## src/hw/rtl/xed_pkg.sv

```systemverilog
// Shared types, constants and name tables of the entity decoder.
// No dependencies.
`default_nettype none

package xed_pkg;

  localparam int unsigned QUEUE_DEPTH = 4;
  localparam int unsigned NUM_NAMES   = 5;
  localparam logic [7:0]  AMPERSAND   = 8'h26;
  localparam logic [4:0]  ALL_NAMES   = 5'h1f;

  localparam logic [2:0] NAME_QUOT = 3'd0;
  localparam logic [2:0] NAME_AMP  = 3'd1;
  localparam logic [2:0] NAME_APOS = 3'd2;
  localparam logic [2:0] NAME_LT   = 3'd3;
  localparam logic [2:0] NAME_GT   = 3'd4;

  typedef struct packed {
    logic [7:0] in_byte;
    logic       in_last;
  } in_item_t;

  typedef struct packed {
    logic [7:0] out_byte;
    logic       out_valid;
    logic       out_last;
  } out_item_t;

  typedef struct packed {
    logic       flush;
    logic [1:0] plen;
    logic [2:0] pick;
    logic       tail_valid;
    logic [7:0] tail_byte;
    logic       last;
  } cmd_t;

  function automatic logic [7:0] name_text(input logic [2:0] k, input logic [1:0] i);
    logic [7:0] c;
    c = 8'h00;
    case (k)
      NAME_QUOT: begin
        case (i)
          2'd0: c = "q";
          2'd1: c = "u";
          2'd2: c = "o";
          default: c = "t";
        endcase
      end
      NAME_AMP: begin
        case (i)
          2'd0: c = "a";
          2'd1: c = "m";
          2'd2: c = "p";
          default: c = 8'h00;
        endcase
      end
      NAME_APOS: begin
        case (i)
          2'd0: c = "a";
          2'd1: c = "p";
          2'd2: c = "o";
          default: c = "s";
        endcase
      end
      NAME_LT: begin
        case (i)
          2'd0: c = "l";
          2'd1: c = "t";
          default: c = 8'h00;
        endcase
      end
      NAME_GT: begin
        case (i)
          2'd0: c = "g";
          2'd1: c = "t";
          default: c = 8'h00;
        endcase
      end
      default: c = 8'h00;
    endcase
    return c;
  endfunction

  function automatic logic [2:0] name_len(input logic [2:0] k);
    logic [2:0] n;
    case (k)
      NAME_QUOT: n = 3'd4;
      NAME_AMP:  n = 3'd3;
      NAME_APOS: n = 3'd4;
      NAME_LT:   n = 3'd2;
      NAME_GT:   n = 3'd2;
      default:   n = 3'd0;
    endcase
    return n;
  endfunction

  function automatic logic [7:0] name_char(input logic [2:0] k);
    logic [7:0] c;
    case (k)
      NAME_QUOT: c = 8'h22;
      NAME_AMP:  c = 8'h26;
      NAME_APOS: c = 8'h27;
      NAME_LT:   c = 8'h3c;
      NAME_GT:   c = 8'h3e;
      default:   c = 8'h00;
    endcase
    return c;
  endfunction

endpackage

`default_nettype wire

```

## src/hw/rtl/xed_queue.sv

```systemverilog
// Short command queue between the front and back parts.
// Depends on xed_pkg for the command type.
`default_nettype none

module xed_queue import xed_pkg::*; #(
  parameter int unsigned Depth = QUEUE_DEPTH
) (
  input  wire logic clk,
  input  wire logic rst,
  input  wire logic wr_en,
  input  wire cmd_t wr_cmd,
  output logic      full,
  input  wire logic rd_en,
  output cmd_t      rd_cmd,
  output logic      rd_valid
);

  localparam int unsigned PtrW = (Depth > 1) ? $clog2(Depth) : 1;
  localparam int unsigned CntW = $clog2(Depth + 1);

  cmd_t            slots [Depth];
  logic [PtrW-1:0] wr_ptr;
  logic [PtrW-1:0] rd_ptr;
  logic [CntW-1:0] count;
  logic            do_wr;
  logic            do_rd;

  assign full     = (count == CntW'(Depth));
  assign rd_valid = (count != '0);
  assign rd_cmd   = slots[rd_ptr];
  assign do_wr    = wr_en && !full;
  assign do_rd    = rd_en && rd_valid;

  always_ff @(posedge clk) begin
    if (do_wr) begin
      slots[wr_ptr] <= wr_cmd;
    end
  end

  always_ff @(posedge clk) begin
    if (rst) begin
      wr_ptr <= '0;
      rd_ptr <= '0;
      count  <= '0;
    end else begin
      if (do_wr) begin
        wr_ptr <= (wr_ptr == PtrW'(Depth - 1)) ? '0 : wr_ptr + 1'b1;
      end
      if (do_rd) begin
        rd_ptr <= (rd_ptr == PtrW'(Depth - 1)) ? '0 : rd_ptr + 1'b1;
      end
      if (do_wr && !do_rd) begin
        count <= count + 1'b1;
      end else if (do_rd && !do_wr) begin
        count <= count - 1'b1;
      end
    end
  end

endmodule

`default_nettype wire

```

## src/hw/rtl/xed_front.sv

```systemverilog
// Front part: matches entity names and turns accepted items into commands, at most one per item.
// Depends on xed_pkg for item, command types and name tables.
`default_nettype none

module xed_front import xed_pkg::*; (
  input  wire logic     clk,
  input  wire logic     rst,
  input  wire logic     accept,
  input  wire in_item_t in_item,
  output logic          cmd_push,
  output cmd_t          cmd
);

  typedef enum logic [1:0] {
    MODE_IDLE,
    MODE_MATCH,
    MODE_DROP
  } mode_t;

  mode_t      mode;
  mode_t      mode_next;
  logic [1:0] cnt;
  logic [1:0] cnt_next;
  logic [4:0] mask;
  logic [4:0] mask_next;
  logic [4:0] hit;
  logic       done;
  logic [2:0] done_idx;
  logic [7:0] b;

  function automatic logic [2:0] lowest(input logic [4:0] m);
    logic [2:0] r;
    r = '0;
    for (int k = int'(NUM_NAMES) - 1; k >= 0; k--) begin
      if (m[k]) begin
        r = 3'(k);
      end
    end
    return r;
  endfunction

  assign b = in_item.in_byte;

  always_comb begin
    hit      = '0;
    done     = 1'b0;
    done_idx = '0;
    for (int k = 0; k < int'(NUM_NAMES); k++) begin
      if (mask[k] && ({1'b0, cnt} < name_len(3'(k))) && (name_text(3'(k), cnt) == b)) begin
        hit[k] = 1'b1;
        if (({1'b0, cnt} + 3'd1 == name_len(3'(k))) && !done) begin
          done     = 1'b1;
          done_idx = 3'(k);
        end
      end
    end
  end

  always_comb begin
    mode_next      = mode;
    cnt_next       = cnt;
    mask_next      = mask;
    cmd.flush      = 1'b0;
    cmd.plen       = '0;
    cmd.pick       = '0;
    cmd.tail_valid = 1'b0;
    cmd.tail_byte  = b;
    cmd.last       = in_item.in_last;
    case (mode)
      MODE_DROP: begin
        mode_next = MODE_IDLE;
      end
      MODE_MATCH: begin
        if (done) begin
          cmd.tail_valid = 1'b1;
          cmd.tail_byte  = name_char(done_idx);
          mode_next      = MODE_DROP;
          cnt_next       = '0;
          mask_next      = '0;
        end else if (hit != '0) begin
          cnt_next  = cnt + 2'd1;
          mask_next = hit;
        end else begin
          cmd.flush = 1'b1;
          cmd.plen  = cnt;
          cmd.pick  = lowest(mask);
          if (b == AMPERSAND) begin
            mode_next = MODE_MATCH;
            cnt_next  = '0;
            mask_next = ALL_NAMES;
          end else begin
            cmd.tail_valid = 1'b1;
            mode_next      = MODE_IDLE;
            cnt_next       = '0;
            mask_next      = '0;
          end
        end
      end
      default: begin
        if (b == AMPERSAND) begin
          mode_next = MODE_MATCH;
          cnt_next  = '0;
          mask_next = ALL_NAMES;
        end else begin
          cmd.tail_valid = 1'b1;
          mode_next      = MODE_IDLE;
        end
      end
    endcase
    if (in_item.in_last) begin
      if (mode_next == MODE_MATCH) begin
        if (cmd.flush) begin
          cmd.tail_valid = 1'b1;
          cmd.tail_byte  = AMPERSAND;
        end else begin
          cmd.flush = 1'b1;
          cmd.plen  = cnt_next;
          cmd.pick  = lowest(mask_next);
        end
      end
      mode_next = MODE_IDLE;
      cnt_next  = '0;
      mask_next = '0;
    end
  end

  assign cmd_push = accept && (cmd.flush || cmd.tail_valid || cmd.last);

  always_ff @(posedge clk) begin
    if (rst) begin
      mode <= MODE_IDLE;
      cnt  <= '0;
      mask <= '0;
    end else if (accept) begin
      mode <= mode_next;
      cnt  <= cnt_next;
      mask <= mask_next;
    end
  end

endmodule

`default_nettype wire

```

## src/hw/rtl/xed_back.sv

```systemverilog
// Back part: expands each command into result items, one per cycle while the output is not stalled.
// Depends on xed_pkg for command, item types and name tables.
`default_nettype none

module xed_back import xed_pkg::*; (
  input  wire logic clk,
  input  wire logic rst,
  input  wire cmd_t cmd,
  input  wire logic cmd_valid,
  output logic      cmd_pop,
  output out_item_t out_item,
  output logic      empty,
  input  wire logic pop
);

  logic [2:0] step;
  logic [2:0] total;
  logic [2:0] last_idx;
  logic [1:0] step_m1;
  logic       ovalid;
  logic       load;
  out_item_t  item;

  assign total    = (cmd.flush ? 3'd1 + {1'b0, cmd.plen} : 3'd0) + {2'b0, cmd.tail_valid};
  assign last_idx = (total == 3'd0) ? 3'd0 : total - 3'd1;
  assign step_m1  = step[1:0] - 2'd1;

  always_comb begin
    if (cmd.flush && (step <= {1'b0, cmd.plen})) begin
      item.out_byte  = (step == 3'd0) ? AMPERSAND : name_text(cmd.pick, step_m1);
      item.out_valid = 1'b1;
    end else begin
      item.out_byte  = cmd.tail_valid ? cmd.tail_byte : 8'h00;
      item.out_valid = cmd.tail_valid;
    end
    item.out_last = cmd.last && (step == last_idx);
  end

  assign empty   = !ovalid;
  assign load    = cmd_valid && (!ovalid || pop);
  assign cmd_pop = load && (step == last_idx);

  always_ff @(posedge clk) begin
    if (load) begin
      out_item <= item;
    end
  end

  always_ff @(posedge clk) begin
    if (rst) begin
      ovalid <= 1'b0;
      step   <= '0;
    end else begin
      if (load) begin
        ovalid <= 1'b1;
        step   <= (step == last_idx) ? 3'd0 : step + 3'd1;
      end else if (pop) begin
        ovalid <= 1'b0;
      end
    end
  end

endmodule

`default_nettype wire

```

## src/hw/rtl/xml_entity_decoder_unit.sv

```systemverilog
// Predefined XML entity decoder: front matcher, command queue, back expander.
// Path: an accepted item's command is written to the queue, then loaded into the output register.
// Throughput: one item per cycle while full is low; a command expands into at most five
// results in the back part, the queue absorbing the burst before full rises.
// Reset: synchronous, clears match state, queue pointers and the output valid flag.
`default_nettype none

module xml_entity_decoder_unit import xed_pkg::*; #(
  parameter int unsigned QueueDepth = QUEUE_DEPTH
) (
  input  wire logic     clk,
  input  wire logic     rst,
  input  wire in_item_t in_item,
  input  wire logic     push,
  output logic          full,
  output out_item_t     out_item,
  output logic          empty,
  input  wire logic     pop
);

  logic accept;
  logic cmd_push;
  logic q_full;
  logic q_valid;
  logic q_pop;
  cmd_t front_cmd;
  cmd_t head_cmd;

  assign full   = q_full;
  assign accept = push && !q_full;

  xed_front u_front (
    .clk      (clk),
    .rst      (rst),
    .accept   (accept),
    .in_item  (in_item),
    .cmd_push (cmd_push),
    .cmd      (front_cmd)
  );

  xed_queue #(
    .Depth (QueueDepth)
  ) u_queue (
    .clk      (clk),
    .rst      (rst),
    .wr_en    (cmd_push),
    .wr_cmd   (front_cmd),
    .full     (q_full),
    .rd_en    (q_pop),
    .rd_cmd   (head_cmd),
    .rd_valid (q_valid)
  );

  xed_back u_back (
    .clk       (clk),
    .rst       (rst),
    .cmd       (head_cmd),
    .cmd_valid (q_valid),
    .cmd_pop   (q_pop),
    .out_item  (out_item),
    .empty     (empty),
    .pop       (pop)
  );

endmodule

`default_nettype wire

```

## config.mk

```make
export PLATFORM = sky130hd
export DESIGN_NAME = xml_entity_decoder_unit
export DESIGN_NICKNAME = d
export VERILOG_FILES = /design/src/hw/rtl/xed_pkg.sv /design/src/hw/rtl/xed_queue.sv /design/src/hw/rtl/xed_front.sv /design/src/hw/rtl/xed_back.sv /design/src/hw/rtl/xml_entity_decoder_unit.sv
export SDC_FILE = /design/constraint.sdc
export NUM_CORES = 1
export LEC_CHECK = 0
export ABC_AREA = 1
export BUFFER_PORTS_ARGS = -buffer_cell sky130_fd_sc_hd__buf_2
export CELL_PAD_IN_SITES_DETAIL_PLACEMENT = 1
export CELL_PAD_IN_SITES_GLOBAL_PLACEMENT = 2
export CORE_ASPECT_RATIO = 1.25
export CORE_MARGIN = 4
export CORE_UTILIZATION = 25
export DETAILED_ROUTE_END_ITERATION = 7
export GPL_TIMING_DRIVEN = 1
export HOLD_SLACK_MARGIN = 0.02
export PLACE_DENSITY = 0.57
export SYNTH_ARGS = -nofsm -noshare
export SYNTH_HDL_FRONTEND = slang
export SYNTH_HIERARCHICAL = 1
export SYNTH_SLANG_ARGS = --single-unit
export TNS_END_PERCENT = 1
```

## constraint.sdc

```tcl
create_clock -name clk -period 11.42 [get_ports clk]
set_clock_uncertainty 0.15 [all_clocks]
set_input_delay 0.571 -clock clk [delete_from_list [all_inputs] [get_ports clk]]
set_output_delay 0.571 -clock clk [all_outputs]
set_load 0.05 [all_outputs]
```

==> results.yml, run 1 <==
cts:
  clock_sinks: 96
  cts_tree: "yes"
  htreeDepth: 3
  cts_hold_buf: 0
  post_cts_buffers: 0
  cts_resized: 0
  clkLatencyLatePin_ns: 0.35
  cts_buffer_depth: 2
  root_buffer: "clkbuf_16"
  numCtsBuffers: 9
  clkTransAtPathRegs_ns: 0.07
routing:
  ant_nets: 0
  via_count: 4676
  vias_per_cell: 4.62
  wl_um: 16200
  drt_first_pass_iters: 4
  wl_per_cell_um: 16.0
  first_iter_violations: 164
  drcViolationCount: 0
status:
  status: "completed"
place:
  dpl_cell_area_um2: 6220
  dp_cells: 996
  gp_congestion: 0.793
  port_buffers: 24
  dp_hpwl_um: 12600
  dp_slack_ns: 6.82
min_path:
  whs_path_depth: 2
  hold_path_class: "reg -> reg"
  hold_end: "u_back/ovalid$_SDFFE_PP0P_"
  hold_path_startpoint: "u_back/ovalid$_SDFFE_PP0P_"
pwr:
  vdd_drop_max_v: 0.0000725
  finalPower_mw: 1.49
  p_leak_nw: 2.73
  power.density_nw_per_um2: 226
synthesis:
  syn-num-nets: 739
  ys_types: 43
  syn_area_um2: 5800
  async_flop_share: 0
  synth_compound_area_frac: 0.103
  synth-edff-count: 74
  synth-simple-area-share: 0.284
  synth-warning-count: 6
  synth_top_flop_cell: "edfxtp_1"
  synth_top_family_by_area: "simple AND/OR/NAND/NOR gates"
  synth_xor_xnor_area_share: 0.0106
  syn_inst: 694
  synthMuxAreaShare: 0
  ys_seq_elements: 96
  syn_avg_cell_area_um2: 8.35
  ys_seq_area_frac: 0.459
  synthAdderAreaFrac: 0.0703
critical_path:
  worstSetupEndpointType: "flop"
  r2r_cells: 21
  crit_type: "reg -> reg"
  worstPathMaxFanout: 33
  required_ns: 11.52
  r2r_slack_ns: 6.90
  cp.arrival_ns: 4.62
  worstSetupStartpointType: "flop"
  worstReg2RegEnd: "u_queue/count[1]$_SDFFE_PP0P_"
timing:
  relSlewSlack: 0.328
  setup_violations: 0
  worst_slack_ns: 6.90
  fin_crit_sh: 0.396
  hold_viol: 0
  hold_ws_ns: 0.343
  fin_crit_ns: 4.52
  timing.fmax_mhz: 221
  maxSlewViolCount: 0
  rsz0062_at_grt: "false"
  timing.setup.tns_ns: 0
  worstMarginPinSlew_ns: 1.01
global_routing:
  grt_pass1_vias: 4817
  grt-busiest-layer: "met2"
  gr-usage-all-layers: 0.132
  grtUsageMet2: 0.239
  antenna_found_initial: 0
  overflow: 0
  grt_max_degree: 34
  grt_use_met3: 0.0225
  grt_pass1_wl_um: 25900
  grt_util_met1: 0.150
job:
  drv_cap: 0
floorplan:
  coreArea_um2: 22900
  dieArea_um2: 25700
  row_count: 62
  top_level_ports: 25
  die_h_um: 178
  initial_core_util: 0.253
  die_w_um: 144
cells_and_area:
  syn_to_final_growth_pct: 13.5
  post-route-util: 0.288
  final_cell_area_um2: 6580
  layout-drive-gt1-share: 0.171
  layout.nets: 764
  antennaDiodeCount: 0
  final_cells: 1012
how the worst max path moves through the flow:
| stage | from | end | slack [ns] |
|---|---|---|---|
| floorplan | flop | u_queue/count[1]$_SDFFE_PP0P_ | 7.81 |
| global placement | flop | u_queue/count[1]$_SDFFE_PP0P_ | 6.98 |
| detailed placement | flop | u_queue/count[1]$_SDFFE_PP0P_ | 6.82 |
| CTS | flop | u_queue/count[1]$_SDFFE_PP0P_ | 6.82 |
| global route | flop | u_queue/count[1]$_SDFFE_PP0P_ | 6.43 |
| finish | flop | u_queue/count[1]$_SDFFE_PP0P_ | 6.90 |
report_power, final:
| part | switching (mW) | internal (mW) | leakage (nW) |
|---|---|---|---|
| Clock | 0.129 | 0.235 | 0.177 |
| Sequential | 0.0316 | 0.464 | 0.855 |
| Combinational | 0.444 | 0.188 | 1.70 |
| Total | 0.604 | 0.886 | 2.73 |
flip-flops by register name, summed over array words and instances, names as in the netlist, named ones only:
name / count
u_queue/slots: 64
u_queue/wr_ptr: 2
u_back/ovalid: 1
u_back/out_item: 10
u_front/mask: 5
u_front/cnt: 2
u_back/step: 3
u_front/mode: 2
u_queue/count: 3
u_queue/rd_ptr: 2
cells in the mapped netlist (2+ instances only):
cell type  number  area share
nand2_1       151       0.098
nor2_1         91       0.059
edfxtp_1       74        0.38
inv_1          65       0.042
nand3_1        37       0.032
o21ai_1        36       0.031
ha_1           31       0.067
dfxtp_1        22       0.076
o21ai_0        22       0.019
inv_2          21       0.014
a21oi_1        20       0.017
nand2_2        18       0.019
o22ai_1        16       0.017
nand4_1        11       0.012
nor2_2         10       0.011
buf_2           7      0.0060
nand3_2         7       0.012
xor2_1          6      0.0091
nand2_4         4      0.0078
nor2_4          4      0.0078
nor3_1          4      0.0035
o2111ai_1       4      0.0060
buf_4           3      0.0039
nor3_2          3      0.0052
o21ai_2         3      0.0045
a21oi_2         2      0.0030
buf_6           2      0.0039
clkinv_1        2      0.0013
nand3b_1        2      0.0026
o211ai_1        2      0.0026
or2_2           2      0.0022
worst max-delay path, stage by stage (launching register included):
cell and delay [ns]:
dfxtp_1 0.30, buf_4 0.23, inv_2 0.47, o21ai_1 0.11, o22ai_1 0.65, nand3_2 0.16
inv_1 0.09, ha_1 0.22, inv_1 0.05, ha_1 0.15, inv_1 0.05, ha_1 0.20
xor2_1 0.14, nor2_1 0.16, nand3_2 0.11, inv_1 0.13, nand2_1 0.10, ha_1 0.21
inv_1 0.09, fa_1 0.41, o21ai_0 0.17, nor2_1 0.05
cells in the final DEF (no fill, tap or decap), types with 3 or more instances in the layout:
cell         n
nand4_1     11
clkbuf_16    9
inv_2       21
nor3_1       4
nor2_4       4
nand3_1     37
nand2_1    151
o21ai_1     36
edfxtp_1    74
nand3_2      7
ha_1        31
a21oi_1     20
clkinv_1     3
o21ai_0     22
o22ai_1     16
o21ai_2      3
clkinv_2     3
xor2_1       6
nor2_1      90
nor3_2       3
nand2_4      4
inv_1       65
bufinv_16    4
o2111ai_1    4
dfxtp_1     22
nand2_2     18
buf_4        4
nor2_2      11
buf_2       24
area by class of cell:
type                            instances  area, µm²
Multi-Input combinational cell        495       2720
Sequential cell                        96       2660
Timing Repair Buffer                   28        150
Clock inverter                          7        134
Tap cell                              288        360
Inverter                               89        335
Fill cell                            2709      16300
Clock buffer                            9        225
layer usage:
metal	part of all wire	up-vias	routed length, µm
met2	0.51	60	8340
met1	0.43	2228	6940
met4	0.039	0	641
met3	0.019	37	309
met5	0	-	0
li1	-	2351	-
cells by family (layout without fill, tap and decap cells):
group                      after synthesis  in the layout
and+or+nand+nor                        350            350
buffers and inverters                  103            133
DFF                                     96             96
AOI/OAI and AO/OA                      106            106
adders and majority gates               32             32
xor gates and xnor gates                 7              7
Note: power is estimated with default switching activity, not from simulation.
==> inputs of run 2 (changes only) <==
Settings changed: ABC_AREA 1 to 0, PLACE_DENSITY 0.57 to 0.54.
Clock period 11.42 ns to 3.8 ns, I/O delays scaled along.
==> run 2 against run 1 <==
  * The run now ends with negative setup slack left
  * Synthesized area decreased by 4.8%
  * Critical path depth decreased by 3
  * Wire length decreased by 13%
  * Synthesized cell count decreased by 34%
  * Sequential share of layout area decreased by 1.3 points
  * Sequential cell count unchanged
  * Via count decreased by 19%
  * First-iteration DRC count increased by 12%
  * Largest power group unchanged
==> results.yml, run 2 <==
status:
  status: "finished, violations left"
  violations: "negative setup slack"
routing:
  drcViolationCount: 0
  wl_um: 14100
  vias_per_cell: 4.64
  wl_per_cell_um: 17.2
  first_iter_violations: 183
  ant_nets: 0
  drt_first_pass_iters: 4
  via_count: 3788
critical_path:
  cp.arrival_ns: 4.05
  required_ns: 3.94
  worstSetupStartpointType: "flop"
  worstSetupEndpointType: "flop"
  worstPathMaxFanout: 5
  crit_type: "reg -> reg"
place:
  gp_congestion: 0.789
  port_buffers: 24
  dp_hpwl_um: 10800
floorplan:
  coreArea_um2: 21600
  initial_core_util: 0.255
  row_count: 60
  top_level_ports: 25
  die_w_um: 141
  die_h_um: 174
  dieArea_um2: 24500
global_routing:
  overflow: 0
  grt_pass1_wl_um: 22800
  grt_pass1_vias: 4147
  antenna_found_initial: 0
  gr-usage-all-layers: 0.119
  grt_max_degree: 22
cells_and_area:
  multi_input_area_um2: 2750
  regMostFlops: "u_queue/slots"
  post-route-util: 0.316
  final_cell_mix: "74 x edfxtp_1, 61 x buf_4, 25 x nor2_1"
  layout-drive-gt1-share: 0.335
  nFillCells: 2370
  final_common_cell: "edfxtp_1"
  layout.nets: 578
  antennaDiodeCount: 0
  seq_area_um2: 2670
  syn_to_final_growth_pct: 23.7
  largest_reg_flops: 64
  top_regs: "u_queue/slots (64), u_back/out_item (10), u_front/mask (5)"
synthesis:
  synth-simple-area-share: 0.157
  syn_area_um2: 5520
  async_flop_share: 0
  netlist_top_cells_count: "74 x edfxtp_1, 31 x ha_1, 26 x nor2_1"
  synthMuxAreaShare: 0.0846
  synthAdderAreaFrac: 0.0739
  ys_seq_elements: 96
  synth_compound_area_frac: 0.128
  synth_top_area_share: 0.403
  ys_types: 79
  synth_top_family_by_area: "simple AND/OR/NAND/NOR gates"
  synth-warning-count: 6
  synth-edff-count: 74
  synth_xor_xnor_area_share: 0.0283
  syn_inst: 458
  netlist.top_cell.by_area: "edfxtp_1"
  ys_seq_area_frac: 0.483
  netlist_top_cells_area: "edfxtp_1 40%, dfxtp_1 8.0%, ha_1 7.0%"
  syn-num-nets: 503
  synth_top_flop_cell: "edfxtp_1"
  syn_avg_cell_area_um2: 12.0
  yosysMostFrequentCell: "edfxtp_1"
cts:
  cts_buffer_depth: 2
  cts_tree: "yes"
  root_buffer: "clkbuf_16"
  clkLatencyLatePin_ns: 0.35
  htreeDepth: 3
  clock_sinks: 96
  clkTransAtPathRegs_ns: 0.07
  numCtsBuffers: 9
timing:
  setup_violations: 2
  relSlewSlack: 0.566
  worstMarginPinSlew_ns: 0.650
  hold_viol: 0
  fin_crit_ns: 3.91
  rsz0062_at_grt: "true"
  timing.fmax_mhz: 255
  maxSlewViolCount: 0
  hold_ws_ns: 0.0498
  worst_slack_ns: -0.115
  fin_crit_sh: 1.03
pwr:
  vdd_drop_max_v: 0.000312
  power.density_nw_per_um2: 582
  p_leak_nw: 2.50
min_path:
  hold_path_class: "in -> reg"
job:
  drv_cap: 0
## run 2: changes by cell type in the layout (fill, tap and decap cells not counted), sizes merged, moves of 10 or more
cell    change
buf        +60
inv        -61
mux4       +17
nand2     -149
nand2b     +10
nand3      -34
nand4      -11
nor2       -78
nor2b      +16
o21ai      -44
o22ai      -14
## run 2: power breakdown
group | internal (mW) | total, mW | leakage [nW] | switching (mW)
Combinational | 0.675 | 1.56 | 1.47 | 0.889
Clock | 0.533 | 0.982 | 0.158 | 0.449
Sequential | 1.35 | 1.43 | 0.871 | 0.0800
## run 2: per-stage QoR
step	cells	area [µm²]	setup WS, ns	power (mW)	TNS [ns]
3_5_place_dp	793	6370	-0.301	2.92	-0.527
6_report	817	6830	-0.115	3.97	-0.157
2_1_floorplan	458	5630	-0.336	2.56	-0.549
4_1_cts	815	6770	-0.216	3.99	-0.264
5_1_grt	817	6830	-0.265	4.23	-0.472
3_3_place_gp	793	6370	-0.237	2.89	-0.388
## run 2: worst paths after layout
| path | start | end | slack [ns] | depth (start not counted) |
|---|---|---|---|---|
| min reg2reg | u_front/cnt[0]$_SDFFE_PP0P_ | u_front/cnt[0]$_SDFFE_PP0P_ | 0.36 | 2 |
| max | flop | u_queue/count[2]$_SDFFE_PP0P_ | -0.11 | 18 |
| min | pop | u_back/ovalid$_SDFFE_PP0P_ | 0.05 | 3 |
| max reg2reg | flop | u_queue/count[2]$_SDFFE_PP0P_ | -0.11 | 18 |
## run 2: kinds of logic after synthesis
kind of cell | count (synthesis)
buffers and inverters | 49
AND/OR/NAND/NOR | 146
XOR/XNOR | 17
flip-flops | 96
multiplexers | 25
adder cells (fa/ha/maj) | 32
AO/OA/AOI/OAI | 93
## run 2: metal layers
layer	GRT usage	wire length, µm	vias to the layer above
li1	-	-	1856
met1	0.139	5890	1878
met2	0.216	7600	37
met3	0.0217	266	17
met4	0.0448	303	0
met5	0	0	-
## run 2: final cells by class
class                           instances  area share
Multi-Input combinational cell        313       0.403
Sequential cell                        96       0.391
Timing Repair Buffer                   89      0.0911
Tap cell                              279      0.0511
Clock buffer                            9      0.0330
Inverter                               24      0.0159
Clock inverter                          7      0.0143
## run 2: what timing repair did
| item | 4_1_cts | 5_1_grt |
|---|---|---|
| pin swaps | 10 | 9 |
| endpoints found under the hold margin | 4 | 0 |
| hold buffers | 1 | 0 |
| cloned | 0 | 0 |
| buffers inserted | 5 | 2 |
| setup endpoints to repair | 3 | 15 |
| resized for setup | 8 | 12 |
## run 2: worst max-delay path, stage by stage (launching register included)
cell	delay [ns]
dfxtp_4	0.38
mux4_2	0.55
ha_4	0.26
and2_4	0.14
ha_4	0.25
inv_2	0.04
ha_4	0.16
ha_4	0.17
o21a_1	0.18
nor3_2	0.21
and2_4	0.17
and2_4	0.14
o31ai_4	0.09
ha_4	0.19
buf_6	0.11
buf_6	0.10
xor2_1	0.15
or3_1	0.30
a21oi_1	0.12
==> inputs of run 3 (changes only) <==
==> constraint.sdc (replaced) <==
create_clock -name clk -period 3.8 [get_ports clk]
set_clock_uncertainty 0.15 [all_clocks]
set_input_delay 0.57 -clock clk [delete_from_list [all_inputs] [get_ports clk]]
set_output_delay 0.57 -clock clk [all_outputs]
set_load 0.05 [all_outputs]
==> run 3 against run 2 <==
  * The run still ends with negative setup slack left
  * Count of clock-buffer cells in the layout unchanged
  * Total power down 2.0%
  * Cell count up 0.37%
  * First-iteration DRC count down 22%
  * Register-to-register slack worse by 0.03 ns
  * Global-route usage up 0.072 points
  * Combinational power about the same
  * Critical endpoint unchanged
  * Largest power group unchanged
==> results.yml, run 3 (synthesis results as in run 2) <==
routing:
  met3WireLength_um: 342
  first_iter_violations: 143
  met1Wirelength_um: 5650
  wl_um: 14000
  wl_per_cell_um: 17.0
  drcViolationCount: 0
  vias_per_cell: 4.65
  dr.max_layer_used: "met4"
  wl_met2_um: 7660
  drt_first_pass_iters: 4
  ant_nets: 0
  via_count: 3810
cells_and_area:
  layout.nets: 581
  final_cell_area_um2: 6830
  top_regs: "u_queue/slots (64), u_back/out_item (10), u_front/mask (5)"
  regMostFlops: "u_queue/slots"
  largest_reg_flops: 64
  layout-drive-gt1-share: 0.329
  final_common_cell: "edfxtp_1"
  final_cell_mix: "74 x edfxtp_1, 68 x buf_4, 26 x nor2_1"
  nFillCells: 2381
  syn_to_final_growth_pct: 23.8
  antennaDiodeCount: 0
status:
  status: "finished, violations left"
  violations: "negative setup slack"
critical_path:
  crit_path_cell_trace: "mux4_2, ha_4, and2_4, ha_4, inv_2, ha_4, inv_2, ha_4, xor2_2, nor3_2, and2_1, and2_4, o31ai_4, ha_4, inv_2, fa_2, xor2_1, or3_1, a21oi_2"
  required_ns: 3.94
  r2r_cells: 19
  crit_type: "reg -> reg"
  worst_path_most_repeated_cell: "ha_4"
  max_stage_delay_ns: 0.58
  worstPathMaxFanout: 5
  r2r_slack_ns: -0.14
  cp.arrival_ns: 4.09
  worstReg2RegEnd: "u_queue/count[2]$_SDFFE_PP0P_"
  worstSetupStartpointType: "flop"
  worstSetupEndpointType: "flop"
  critPathSlowestCell: "mux4_2"
floorplan:
  coreArea_um2: 21600
  dieArea_um2: 24500
  top_level_ports: 25
  row_count: 60
  die_h_um: 174
  die_w_um: 141
  initial_core_util: 0.255
place:
  dp_slack_ns: -0.288
  gp_congestion: 0.813
  dp_hpwl_um: 10800
  dpl_cell_area_um2: 6430
  port_buffers: 24
pwr:
  p_leak_nw: 2.52
  vdd_drop_max_v: 0.000296
  power.density_nw_per_um2: 570
  finalPower_mw: 3.89
timing:
  hold_viol: 0
  worst_slack_ns: -0.144
  maxSlewViolCount: 0
  relSlewSlack: 0.572
  timing.fmax_mhz: 254
  fin_crit_sh: 1.04
  setup_violations: 2
  timing.setup.tns_ns: -0.149
  fin_crit_ns: 3.94
  rsz0062_at_grt: "true"
  hold_ws_ns: 0.377
  worstMarginPinSlew_ns: 0.636
min_path:
  hold_path_class: "reg -> reg"
  hold_end: "u_queue/rd_ptr[0]$_SDFFE_PP0P_"
  whs_path_depth: 2
  hold_path_startpoint: "u_queue/rd_ptr[0]$_SDFFE_PP0P_"
cts:
  root_buffer: "clkbuf_16"
  cts_buffer_depth: 2
  clock_sinks: 96
  numCtsBuffers: 9
  htreeDepth: 3
  clkTransAtPathRegs_ns: 0.08
  clkLatencyLatePin_ns: 0.35
  cts_tree: "yes"
  cts_hold_buf: 0
job:
  drv_cap: 0
global_routing:
  grt_max_degree: 22
  antenna_found_initial: 0
  grt_pass1_wl_um: 23100
  gr-usage-all-layers: 0.120
  grt_pass1_vias: 4149
  overflow: 0
==> run 3: changes by cell type in the layout (fill, tap and decap cells not counted), moves of 2 or more <==
cell / change
buf_4: +7
ha_1: +2
o31ai_2: -2
o31ai_4: +2
ha_2: -2
buf_6: -3
and2_1: +2
inv_8: -2
and2_4: -2
==> run 3: worst max path at each step <==
| stage | to | cells after the start | from |
|---|---|---|---|
| floorplan | u_queue/count[2]$_SDFFE_PP0P_ | 21 | flop |
| CTS | u_queue/count[2]$_SDFFE_PP0P_ | 19 | flop |
| finish | u_queue/count[2]$_SDFFE_PP0P_ | 19 | flop |
| global route | u_queue/count[2]$_SDFFE_PP0P_ | 18 | u_front/cnt[1]$_SDFFE_PP0P_ |
| global placement | u_queue/count[2]$_SDFFE_PP0P_ | 18 | flop |
| detailed placement | u_queue/count[2]$_SDFFE_PP0P_ | 18 | flop |
==> run 3: what timing repair did <==
action | 4_1_cts | 5_1_grt
buffers inserted | 3 | 0
pin swaps | 9 | 3
gates resized for setup | 3 | 10
setup endpoints to repair | 2 | 7
==> run 3: final cells by class <==
cell class | count | area [µm²] | area share
clock buffer | 9 | 225 | 0.0330
clock inverter | 7 | 86.3 | 0.0126
inverter | 24 | 109 | 0.0159
multi-input combinational | 313 | 2770 | 0.405
sequential | 96 | 2670 | 0.390
tap | 279 | 349 | 0.0511
timing repair buffer | 92 | 631 | 0.0923
==> run 3: critical path: cells and delay by family, from the launching register on <==
kind | cells | cell delay (ns)
AO/OA/AOI/OAI | 2 | 0.18
XOR/XNOR | 2 | 0.29
adder cells (fa/ha/maj) | 6 | 1.32
buffers and inverters | 3 | 0.14
flip-flops | 1 | 0.39
multiplexers | 1 | 0.58
AND/OR/NAND/NOR | 5 | 0.83
==> run 3: per-layer routing <==
layer,GRT usage,up-vias
met2,0.218,40
met4,0.0428,0
li1,-,1859
met1,0.140,1890
met5,0,-
met3,0.0220,21
==> run 3: per-stage QoR <==
stage          utilization  instances
2_1_floorplan            -        458
3_3_place_gp         0.297        801
3_5_place_dp         0.297        801
4_1_cts              0.313        820
5_1_grt              0.316        820
6_report             0.316        820
==> run 3: report_power, final <==
part           internal [mW]  leakage [nW]  switching, mW
logic                  0.658          1.50          0.881
registers               1.35         0.871         0.0802
clock network          0.473         0.151          0.454
total                   2.48          2.52           1.41
